### src/rtl/cigar_span_and_identity_macros.svh
// ----------------------------------------------------------------------------
// cigar_span_and_identity_macros.svh
// Assertion macros shared by the CIGAR span and identity block.
// ----------------------------------------------------------------------------
`ifndef CIGAR_SPAN_AND_IDENTITY_MACROS_SVH
`define CIGAR_SPAN_AND_IDENTITY_MACROS_SVH

// Same-cycle implication, sampled on clk, off while arst_n is low.
`define CSI_ASSERT_IMPL(label, ante, cons, msg) \
	label: assert property (@(posedge clk) disable iff (!arst_n) (ante) |-> (cons)) \
		else $error(msg);

// Next-cycle implication, sampled on clk, off while arst_n is low.
`define CSI_ASSERT_NEXT(label, ante, cons, msg) \
	label: assert property (@(posedge clk) disable iff (!arst_n) (ante) |=> (cons)) \
		else $error(msg);

`endif

### src/rtl/csi_pkg.sv
// ----------------------------------------------------------------------------
// csi_pkg
// Types, codes and constants of the CIGAR span and identity block.
// ----------------------------------------------------------------------------
package csi_pkg;

	localparam int COUNT_WIDTH_DEF = 32;

	// operation codes, BAM order
	localparam logic [3:0] OP_M  = 4'd0;
	localparam logic [3:0] OP_I  = 4'd1;
	localparam logic [3:0] OP_D  = 4'd2;
	localparam logic [3:0] OP_S  = 4'd4;
	localparam logic [3:0] OP_H  = 4'd5;
	localparam logic [3:0] OP_EQ = 4'd7;
	localparam logic [3:0] OP_X  = 4'd8;

	// register map
	localparam int          PADDR_W         = 3;
	localparam logic [2:0]  REG_SHORT_INDEL = 3'd0;
	localparam logic [2:0]  REG_MIN_ALIGNED = 3'd4;
	localparam logic [7:0]  SHORT_INDEL_RST = 8'd8;
	localparam logic [15:0] MIN_ALIGNED_RST = 16'd50;

	// identity: 100 percent with 8 fraction bits
	localparam int          ID_W        = 15;
	localparam logic [14:0] ID_FULL     = 15'd25600;
	localparam int          DIV_STEPS   = ID_W;
	localparam int          DIV_CNT_W   = 4;

	typedef enum logic [1:0] {
		S_IDLE,
		S_CAPTURE,
		S_DIV,
		S_DONE
	} csi_state_t;

	typedef struct packed {
		logic accum;
		logic capture;
		logic div_step;
		logic load_out;
	} csi_cmd_t;

	typedef struct packed {
		logic div_last;
		logic out_free;
	} csi_status_t;

endpackage

### src/rtl/csi_ctrl.sv
// ----------------------------------------------------------------------------
// csi_ctrl
// Sequencer: accumulate ops, then capture, divide and hand off one result.
// ----------------------------------------------------------------------------
`include "cigar_span_and_identity_macros.svh"

module csi_ctrl (
	input  logic                clk,
	input  logic                arst_n,
	input  logic                in_valid,
	input  logic                in_last,
	output logic                in_ready,
	input  csi_pkg::csi_status_t status,
	output csi_pkg::csi_cmd_t    cmd
);
	import csi_pkg::*;

	csi_state_t state_q, state_d;

	always_ff @(posedge clk or negedge arst_n) begin
		if (!arst_n) begin
			state_q <= S_IDLE;
		end else begin
			state_q <= state_d;
		end
	end

	always_comb begin
		state_d = state_q;
		unique case (state_q)
			S_IDLE: begin
				if (in_valid && in_last) state_d = S_CAPTURE;
			end
			S_CAPTURE: state_d = S_DIV;
			S_DIV: begin
				if (status.div_last) state_d = S_DONE;
			end
			S_DONE: begin
				if (status.out_free) state_d = S_IDLE;
			end
			default: state_d = S_IDLE;
		endcase
	end

	always_comb begin
		cmd      = '0;
		in_ready = 1'b0;
		unique case (state_q)
			S_IDLE: begin
				in_ready  = 1'b1;
				cmd.accum = in_valid;
			end
			S_CAPTURE: cmd.capture = 1'b1;
			S_DIV: cmd.div_step = 1'b1;
			S_DONE: cmd.load_out = status.out_free;
			default: cmd = '0;
		endcase
	end

	`CSI_ASSERT_NEXT(a_capture_then_div, state_q == S_CAPTURE, state_q == S_DIV,
		"capture not followed by divide")
	`CSI_ASSERT_IMPL(a_load_needs_room, cmd.load_out, status.out_free,
		"result loaded over a pending transaction")

endmodule

### src/rtl/csi_dp.sv
// ----------------------------------------------------------------------------
// csi_dp
// Saturating totals, result capture, shift-subtract divider, output register.
// ----------------------------------------------------------------------------
`include "cigar_span_and_identity_macros.svh"

module csi_dp #(
	parameter int COUNT_WIDTH = csi_pkg::COUNT_WIDTH_DEF
) (
	input  logic                 clk,
	input  logic                 arst_n,
	input  csi_pkg::csi_cmd_t    cmd,
	output csi_pkg::csi_status_t status,
	input  logic [3:0]           op_code,
	input  logic [27:0]          op_length,
	input  logic                 reverse_strand,
	input  logic [7:0]           short_indel_limit,
	input  logic [15:0]          min_aligned_size,
	output logic                 out_valid,
	input  logic                 out_ready,
	output logic [31:0]          query_offset,
	output logic [31:0]          fragment_size,
	output logic [14:0]          identity_percent
);
	import csi_pkg::*;

	localparam int CW = COUNT_WIDTH;
	localparam int SW = ((CW > 28) ? CW : 28) + 1;
	localparam int EW = ((CW > 32) ? CW : 32) + 1;
	localparam int NW = CW + 17;
	localparam logic [CW-1:0] COUNT_MAX = '1;

	function automatic logic [CW-1:0] sat_add(input logic [CW-1:0] a, input logic [27:0] b);
		logic [SW-1:0] s;
		s = SW'(a) + SW'(b);
		sat_add = (s > SW'(COUNT_MAX)) ? COUNT_MAX : s[CW-1:0];
	endfunction

	function automatic logic [31:0] sat32(input logic [CW-1:0] v);
		logic [EW-1:0] e;
		e = EW'(v);
		sat32 = (e > EW'(32'hFFFF_FFFF)) ? 32'hFFFF_FFFF : e[31:0];
	endfunction

	// running totals
	logic          at_first_q;
	logic [CW-1:0] qt_q, lead_q, aqe_q, as_q, mt_q, ft_q;
	logic [CW-1:0] qt_d, lead_d, aqe_d, as_d, mt_d, ft_d;
	logic          rev_q;

	logic          short_indel, lead_s;
	logic [CW-1:0] len_sat, aqe_base;

	always_comb begin
		short_indel = op_length < 28'(short_indel_limit);
		lead_s      = at_first_q && (op_code == OP_S);
		len_sat     = sat_add('0, op_length);
		aqe_base    = lead_s ? len_sat : aqe_q;
		lead_d      = lead_s ? len_sat : lead_q;
		qt_d  = qt_q;
		aqe_d = aqe_base;
		as_d  = as_q;
		mt_d  = mt_q;
		ft_d  = ft_q;
		unique case (op_code)
			OP_M, OP_EQ: begin
				as_d  = sat_add(as_q, op_length);
				mt_d  = sat_add(mt_q, op_length);
				ft_d  = sat_add(ft_q, op_length);
				aqe_d = sat_add(aqe_base, op_length);
				qt_d  = sat_add(qt_q, op_length);
			end
			OP_X: begin
				as_d  = sat_add(as_q, op_length);
				ft_d  = sat_add(ft_q, op_length);
				aqe_d = sat_add(aqe_base, op_length);
				qt_d  = sat_add(qt_q, op_length);
			end
			OP_I: begin
				if (short_indel) as_d = sat_add(as_q, op_length);
				ft_d  = sat_add(ft_q, op_length);
				aqe_d = sat_add(aqe_base, op_length);
				qt_d  = sat_add(qt_q, op_length);
			end
			OP_D: begin
				if (short_indel) as_d = sat_add(as_q, op_length);
			end
			OP_S, OP_H: qt_d = sat_add(qt_q, op_length);
			default: qt_d = qt_q;
		endcase
	end

	always_ff @(posedge clk or negedge arst_n) begin
		if (!arst_n) begin
			at_first_q <= 1'b1;
			qt_q   <= '0;
			lead_q <= '0;
			aqe_q  <= '0;
			as_q   <= '0;
			mt_q   <= '0;
			ft_q   <= '0;
			rev_q  <= 1'b0;
		end else if (cmd.capture) begin
			at_first_q <= 1'b1;
			qt_q   <= '0;
			lead_q <= '0;
			aqe_q  <= '0;
			as_q   <= '0;
			mt_q   <= '0;
			ft_q   <= '0;
		end else if (cmd.accum) begin
			at_first_q <= 1'b0;
			qt_q   <= qt_d;
			lead_q <= lead_d;
			aqe_q  <= aqe_d;
			as_q   <= as_d;
			mt_q   <= mt_d;
			ft_q   <= ft_d;
			rev_q  <= reverse_strand;
		end
	end

	// capture: offsets, numerator m*51200 + a, divisor 2a aligned to quotient msb
	logic [CW-1:0] m_clamp, rev_off;
	logic [NW-1:0] m_ext, numer;
	logic          small_aln;

	always_comb begin
		m_clamp   = (mt_q > as_q) ? as_q : mt_q;
		m_ext     = NW'(m_clamp);
		numer     = (m_ext << 15) + (m_ext << 14) + (m_ext << 11) + NW'(as_q);
		rev_off   = (qt_q > aqe_q) ? (qt_q - aqe_q) : '0;
		small_aln = (as_q == '0) || (as_q < CW'(min_aligned_size));
	end

	logic [31:0]          off_q, frag_q;
	logic                 small_q;
	logic [NW-1:0]        rem_q, dsh_q;
	logic [ID_W-1:0]      quot_q;
	logic [DIV_CNT_W-1:0] cnt_q;

	always_ff @(posedge clk) begin
		if (cmd.capture) begin
			off_q   <= sat32(rev_q ? rev_off : lead_q);
			frag_q  <= sat32(ft_q);
			small_q <= small_aln;
			rem_q   <= numer;
			dsh_q   <= NW'({as_q, 1'b0}) << (DIV_STEPS - 1);
			quot_q  <= '0;
			cnt_q   <= DIV_CNT_W'(DIV_STEPS - 1);
		end else if (cmd.div_step) begin
			if (rem_q >= dsh_q) begin
				rem_q  <= rem_q - dsh_q;
				quot_q <= {quot_q[ID_W-2:0], 1'b1};
			end else begin
				quot_q <= {quot_q[ID_W-2:0], 1'b0};
			end
			dsh_q <= dsh_q >> 1;
			cnt_q <= cnt_q - 1'b1;
		end
	end

	// output register
	logic out_valid_q;

	always_ff @(posedge clk or negedge arst_n) begin
		if (!arst_n) begin
			out_valid_q <= 1'b0;
		end else if (cmd.load_out) begin
			out_valid_q <= 1'b1;
		end else if (out_ready) begin
			out_valid_q <= 1'b0;
		end
	end

	always_ff @(posedge clk) begin
		if (cmd.load_out) begin
			query_offset     <= off_q;
			fragment_size    <= frag_q;
			identity_percent <= small_q ? '0 : quot_q;
		end
	end

	assign out_valid       = out_valid_q;
	assign status.div_last = (cnt_q == '0);
	assign status.out_free = !out_valid_q || out_ready;

	`CSI_ASSERT_NEXT(a_load_shows_valid, cmd.load_out, out_valid_q,
		"loaded result not presented")
	`CSI_ASSERT_IMPL(a_identity_range, out_valid_q, identity_percent <= ID_FULL,
		"identity above 100 percent")
	`CSI_ASSERT_NEXT(a_capture_rearms, cmd.capture, at_first_q && (as_q == '0),
		"totals not cleared after record")

endmodule

### src/rtl/cigar_span_and_identity.sv
// ----------------------------------------------------------------------------
// cigar_span_and_identity
// Per-record CIGAR totals: query offset, fragment size and percent identity.
// An op that is not last is taken while ready is high, and ready stays high after it.
// A last op is accumulated too; ready then stays low through capture, the
// one-bit-per-cycle identity divider and the hand-off to the output register.
// The hand-off waits until that register is free; the result then shows on m_axis.
// Reset (arst_n low): totals cleared, registers at 8 and 50, no result pending.
// ----------------------------------------------------------------------------
`include "cigar_span_and_identity_macros.svh"

module cigar_span_and_identity #(
	parameter int COUNT_WIDTH = csi_pkg::COUNT_WIDTH_DEF
) (
	input  logic                        clk,
	input  logic                        arst_n,
	// op stream
	input  logic                        s_axis_tvalid,
	output logic                        s_axis_tready,
	input  logic [31:0]                 s_axis_tdata,  // op_code[3:0], op_length[31:4]
	input  logic                        s_axis_tuser,  // reverse_strand
	input  logic                        s_axis_tlast,  // last_op
	// result stream
	output logic                        m_axis_tvalid,
	input  logic                        m_axis_tready,
	output logic [79:0]                 m_axis_tdata,  // query_offset[31:0],
	                                                   // fragment_size[63:32],
	                                                   // identity_percent[78:64], zero
	// register port
	input  logic                        psel,
	input  logic                        penable,
	input  logic                        pwrite,
	input  logic [csi_pkg::PADDR_W-1:0] paddr,
	input  logic [31:0]                 pwdata,
	output logic [31:0]                 prdata,
	output logic                        pready
);
	import csi_pkg::*;

	// Registers: short_indel_limit at 0x0, min_aligned_size at 0x4.
	logic [7:0]  short_indel_limit_q;
	logic [15:0] min_aligned_size_q;
	logic        cfg_wr;

	assign pready = 1'b1;
	assign cfg_wr = psel && penable && pwrite && pready;

	always_ff @(posedge clk or negedge arst_n) begin
		if (!arst_n) begin
			short_indel_limit_q <= SHORT_INDEL_RST;
			min_aligned_size_q  <= MIN_ALIGNED_RST;
		end else if (cfg_wr) begin
			if (paddr == REG_SHORT_INDEL) short_indel_limit_q <= pwdata[7:0];
			if (paddr == REG_MIN_ALIGNED) min_aligned_size_q  <= pwdata[15:0];
		end
	end

	always_comb begin
		unique case (paddr)
			REG_SHORT_INDEL: prdata = 32'(short_indel_limit_q);
			REG_MIN_ALIGNED: prdata = 32'(min_aligned_size_q);
			default:         prdata = '0;
		endcase
	end

	// Controller and datapath talk only through cmd / status.
	csi_cmd_t    cmd;
	csi_status_t status;

	csi_ctrl u_ctrl (
		.clk      (clk),
		.arst_n   (arst_n),
		.in_valid (s_axis_tvalid),
		.in_last  (s_axis_tlast),
		.in_ready (s_axis_tready),
		.status   (status),
		.cmd      (cmd)
	);

	logic [31:0] query_offset, fragment_size;
	logic [14:0] identity_percent;

	csi_dp #(
		.COUNT_WIDTH (COUNT_WIDTH)
	) u_dp (
		.clk               (clk),
		.arst_n            (arst_n),
		.cmd               (cmd),
		.status            (status),
		.op_code           (s_axis_tdata[3:0]),
		.op_length         (s_axis_tdata[31:4]),
		.reverse_strand    (s_axis_tuser),
		.short_indel_limit (short_indel_limit_q),
		.min_aligned_size  (min_aligned_size_q),
		.out_valid         (m_axis_tvalid),
		.out_ready         (m_axis_tready),
		.query_offset      (query_offset),
		.fragment_size     (fragment_size),
		.identity_percent  (identity_percent)
	);

	assign m_axis_tdata = {1'b0, identity_percent, fragment_size, query_offset};

	// A transaction is only taken while the sequencer sits between records.
	`CSI_ASSERT_IMPL(a_no_take_in_divide, s_axis_tready, !cmd.div_step && !cmd.capture,
		"op transaction accepted during result computation")

endmodule
### config.mk
export PLATFORM = sky130hd
export DESIGN_NAME = cigar_span_and_identity
export DESIGN_NICKNAME = d
export VERILOG_FILES = /design/src/rtl/csi_pkg.sv /design/src/rtl/csi_ctrl.sv /design/src/rtl/csi_dp.sv /design/src/rtl/cigar_span_and_identity.sv
export VERILOG_INCLUDE_DIRS = /design/src /design/src/rtl
export SDC_FILE = /design/constraint.sdc
export NUM_CORES = 1
export LEC_CHECK = 0
export BUFFER_PORTS_ARGS = -buffer_cell sky130_fd_sc_hd__buf_2
export CORE_ASPECT_RATIO = 1.4
export CORE_MARGIN = 1.5
export CORE_UTILIZATION = 50
export DETAILED_ROUTE_END_ITERATION = 12
export PLACE_DENSITY = 0.67
export SLEW_MARGIN = 20
export SYNTH_ARGS = -nofsm -noshare
export SYNTH_HDL_FRONTEND = slang
export SYNTH_SLANG_ARGS = --single-unit
export TNS_END_PERCENT = 100
### constraint.sdc
create_clock -name clk -period 10.45 [get_ports clk]
set_clock_uncertainty 0.05 [all_clocks]
set_input_delay 2.09 -clock clk [delete_from_list [all_inputs] [get_ports clk]]
set_output_delay 2.09 -clock clk [all_outputs]
set_load 0.03 [all_outputs]
==> flow_metrics.tcl <==
set metrics [dict create \
    synth_cell_types 88 \
    dp_hpwl_mm 78.36 \
    synth_edf_count 225 \
    fillers 6546 \
    met1Wirelength_mm 42.18 \
    start_util_pct 50.62 \
    dieArea_mm2 0.07301 \
    min_period_ps 8792 \
    ios 191 \
    coreArea_mm2 0.07051 \
    wl_met3_mm 5.566 \
    maxSlewViolCount 0 \
    place_area_mm2 0.03741 \
    synth_area_per_cell_um2 9.107 \
    finalInstanceArea_mm2 0.03922 \
    post_cts_buffers 0 \
    ys_ff_latch 476 \
    status "finished clean" \
    syn_to_final_growth_pct 9.893 \
    p_int_uw 7133 \
    drc 0 \
    switching_share_pct 46.69 \
    multi_input_area_mm2 0.02142 \
    cts_resized 0 \
    grt_max_degree 106 \
    via_per_inst 6.049 \
    rows 115 \
    die_h_um 319.1 \
    p_clk_share_pct 14.7 \
    die_w_um 228.8 \
    cts_hold_buf 0 \
    slew_headroom_pct 26.91 \
    ys_async_sr_fraction_pct 45.59 \
    ir_drop_mv 0.2218 \
    antenna_found_initial 9 \
    cts_sinks 476 \
    cp-end-kind "flip-flop" \
    slowest_stage "a211oi_1" \
    cts.htree.levels 2 \
    wl_mm 105.3 \
    routed.top_layer "met5" \
    fin_crit_sh_pct 84.14 \
    hold_ws_ps 365.1 \
    total_leakage_power_uw 0.01798 \
    start_kind "flip-flop" \
    max_freq_ghz 0.1137 \
    critical_path_class "reg2reg" \
    grt_pass1_vias 29500 \
    combPwrFrac_pct 60.2 \
    insertion_delay_ps 630 \
    portBuffers 156 \
    cts_tree "built" \
    synth_top_flop_cell "edfxtp_1" \
    track_usage_pct 28.37 \
    final_util_pct 55.63 \
    hp-class "reg2reg" \
    rsz0062_at_grt "no" \
    vias 30280 \
    drtPass1Iterations 5 \
    drive_above_1_share_pct 9.663 \
    fin_nets 4485 \
    r2r_slack_ps 1660 \
    finalSetupViolations 0 \
    cts_buffer_depth 3 \
    arrival_ps 9070 \
    yosys_warnings 0 \
    clk_pin_slew_ps 70 \
    maxCapViolCount 0 \
    sequentialPowerShare_pct 25.1 \
    ys_seq_area_share_pct 36.07 \
    cp_max_fo 23 \
    setup_tns_ps 0 \
    grt_pass1_wl_mm 163.6 \
    syn_area_mm2 0.03569 \
    worst_pin_slew_ps 1096 \
    wl_per_cell_um 21.03 \
    cts_root_buf "clkbuf_16" \
    drt_iter0_drc 2004 \
    crit_required_ps 10730 \
    place_congestion 0.9388 \
    met2_length_mm 51.45 \
    max_stage_delay_ps 600 \
    p_sw_uw 6248 \
    antenna_left 0 \
    finalHoldViolCount 0 \
    netlist_instances 3919 \
    cts_buffers 50 \
    powerDensity_mw_per_mm2 341.2 \
    regArea_mm2 0.01287 \
    gr-total-overflow 0 \
    path_common_cell "ha_1" \
]
==> critical path: cells and delay by family (launching register included) <==
kind	cells	cell delay, ps
AO/OA/AOI/OAI	11	3510
AND/OR/NAND/NOR	10	1970
adder cells (fa/ha/maj)	5	1430
flip-flops	1	550
multiplexers	1	450
buffers and inverters	2	280
XOR/XNOR	2	280
==> synth_stat cells (all sizes together) (46+ instances only) <==
library cell    n  area [um^2]
nand2         397         1490
ha            356         4454
o21ai         335         1680
a21oi         320         1605
nor2          252        945.9
inv           246        923.4
edfxtp        225         6756
dfrtp         212         5305
a21o          188         1411
xnor2         157         1375
clkbuf        124        465.5
xor2           88        770.7
nand3          63        315.3
a31oi          53        331.6
nand4          53        331.6
nor2b          52        325.3
mux2i          50        500.5
o21bai         46        345.3
==> layer usage <==
metal,vias to the layer above,GRT usage [%]
met5,-,0
met4,12,15.25
met3,277,3.863
met2,898,49.29
met1,14500,33.95
li1,14600,-
==> registers in the layout (all words and copies together) (netlist names), 32 cells and up <==
signal / flops
u_dp.as_q: 32
u_dp.aqe_q: 32
u_dp.off_q: 32
u_dp.query_offset: 32
u_dp.frag_q: 32
u_dp.dsh_q: 47
u_dp.rem_q: 49
u_dp.qt_q: 32
u_dp.fragment_size: 32
u_dp.mt_q: 32
u_dp.ft_q: 32
==> power by group through the flow <==
stage | clock network (uW) | logic (uW) | registers [uW]
after detailed placement | 0 | 7950 | 3380
after global routing | 2070 | 8930 | 3420
after CTS | 2000 | 8020 | 3360
after floorplan | 0 | 5960 | 3360
final | 1970 | 8050 | 3360
after global placement | 0 | 7890 | 3370
==> path summary, 6_finish.rpt <==
check                           startpoint                     end  cells after the start
max                          u_dp.as_q[11]          u_dp.rem_q[46]                     31
min                        u_dp.frag_q[28]  u_dp.fragment_size[28]                      0
max reg2reg                  u_dp.as_q[11]          u_dp.rem_q[46]                     31
min reg2reg                u_dp.frag_q[28]  u_dp.fragment_size[28]                      0
max in group asynchronous           arst_n           u_dp.as_q[11]                      2
min in group asynchronous           arst_n          u_dp.lead_q[9]                      1
==> cells in the final DEF, fill, tap and decap left out, drive strengths merged, types with 27 or more instances in the layout <==
| master | netlist | layout |
|---|---|---|
| a211oi | 37 | 37 |
| a21o | 188 | 188 |
| a21oi | 320 | 320 |
| a31oi | 53 | 53 |
| buf | 26 | 189 |
| clkbuf | 124 | 63 |
| dfrtp | 212 | 212 |
| dfxtp | 34 | 34 |
| edfxtp | 225 | 225 |
| fa | 27 | 27 |
| ha | 356 | 356 |
| inv | 246 | 249 |
| mux2 | 37 | 37 |
| mux2i | 50 | 50 |
| nand2 | 397 | 397 |
| nand2b | 43 | 43 |
| nand3 | 63 | 63 |
| nand4 | 53 | 53 |
| nor2 | 252 | 252 |
| nor2b | 52 | 52 |
| nor3 | 38 | 38 |
| o211ai | 32 | 32 |
| o21a | 37 | 37 |
| o21ai | 335 | 335 |
| o21bai | 46 | 46 |
| o22ai | 40 | 40 |
| xnor2 | 157 | 157 |
| xor2 | 88 | 88 |
==> logic make-up (layout without fill, tap and decap cells) <==
kind of cell | Yosys count | after routing | synth area share [%]
adder cells (fa/ha/maj) | 383 | 383 | 13.99
buffers and inverters | 397 | 529 | 4.386
other | 2 | 21 | 0.02104
multiplexers | 87 | 87 | 2.570
XOR/XNOR | 245 | 245 | 6.012
AND/OR/NAND/NOR | 1023 | 1023 | 13.22
AO/OA/AOI/OAI | 1306 | 1306 | 23.72
flip-flops | 476 | 476 | 36.07
==> through the flow <==
stage	power [uW]	cells	setup WS, ps
floorplan	9321	3935	2964
global placement	11260	4910	1712
detailed placement	11340	4910	1663
CTS	13380	5003	1635
global route	14420	5006	902.2
finish	13380	5006	1658
==> layout make-up <==
type | instances | area share (%)
antenna | 3 | 0.01914
clock buffer | 63 | 3.474
clock inverter | 30 | 1.075
inverter | 247 | 2.367
multi-input combinational | 3062 | 54.61
sequential | 476 | 32.82
tap | 936 | 2.986
timing repair buffer | 189 | 2.648
Note: power is estimated with default switching activity, not from simulation.
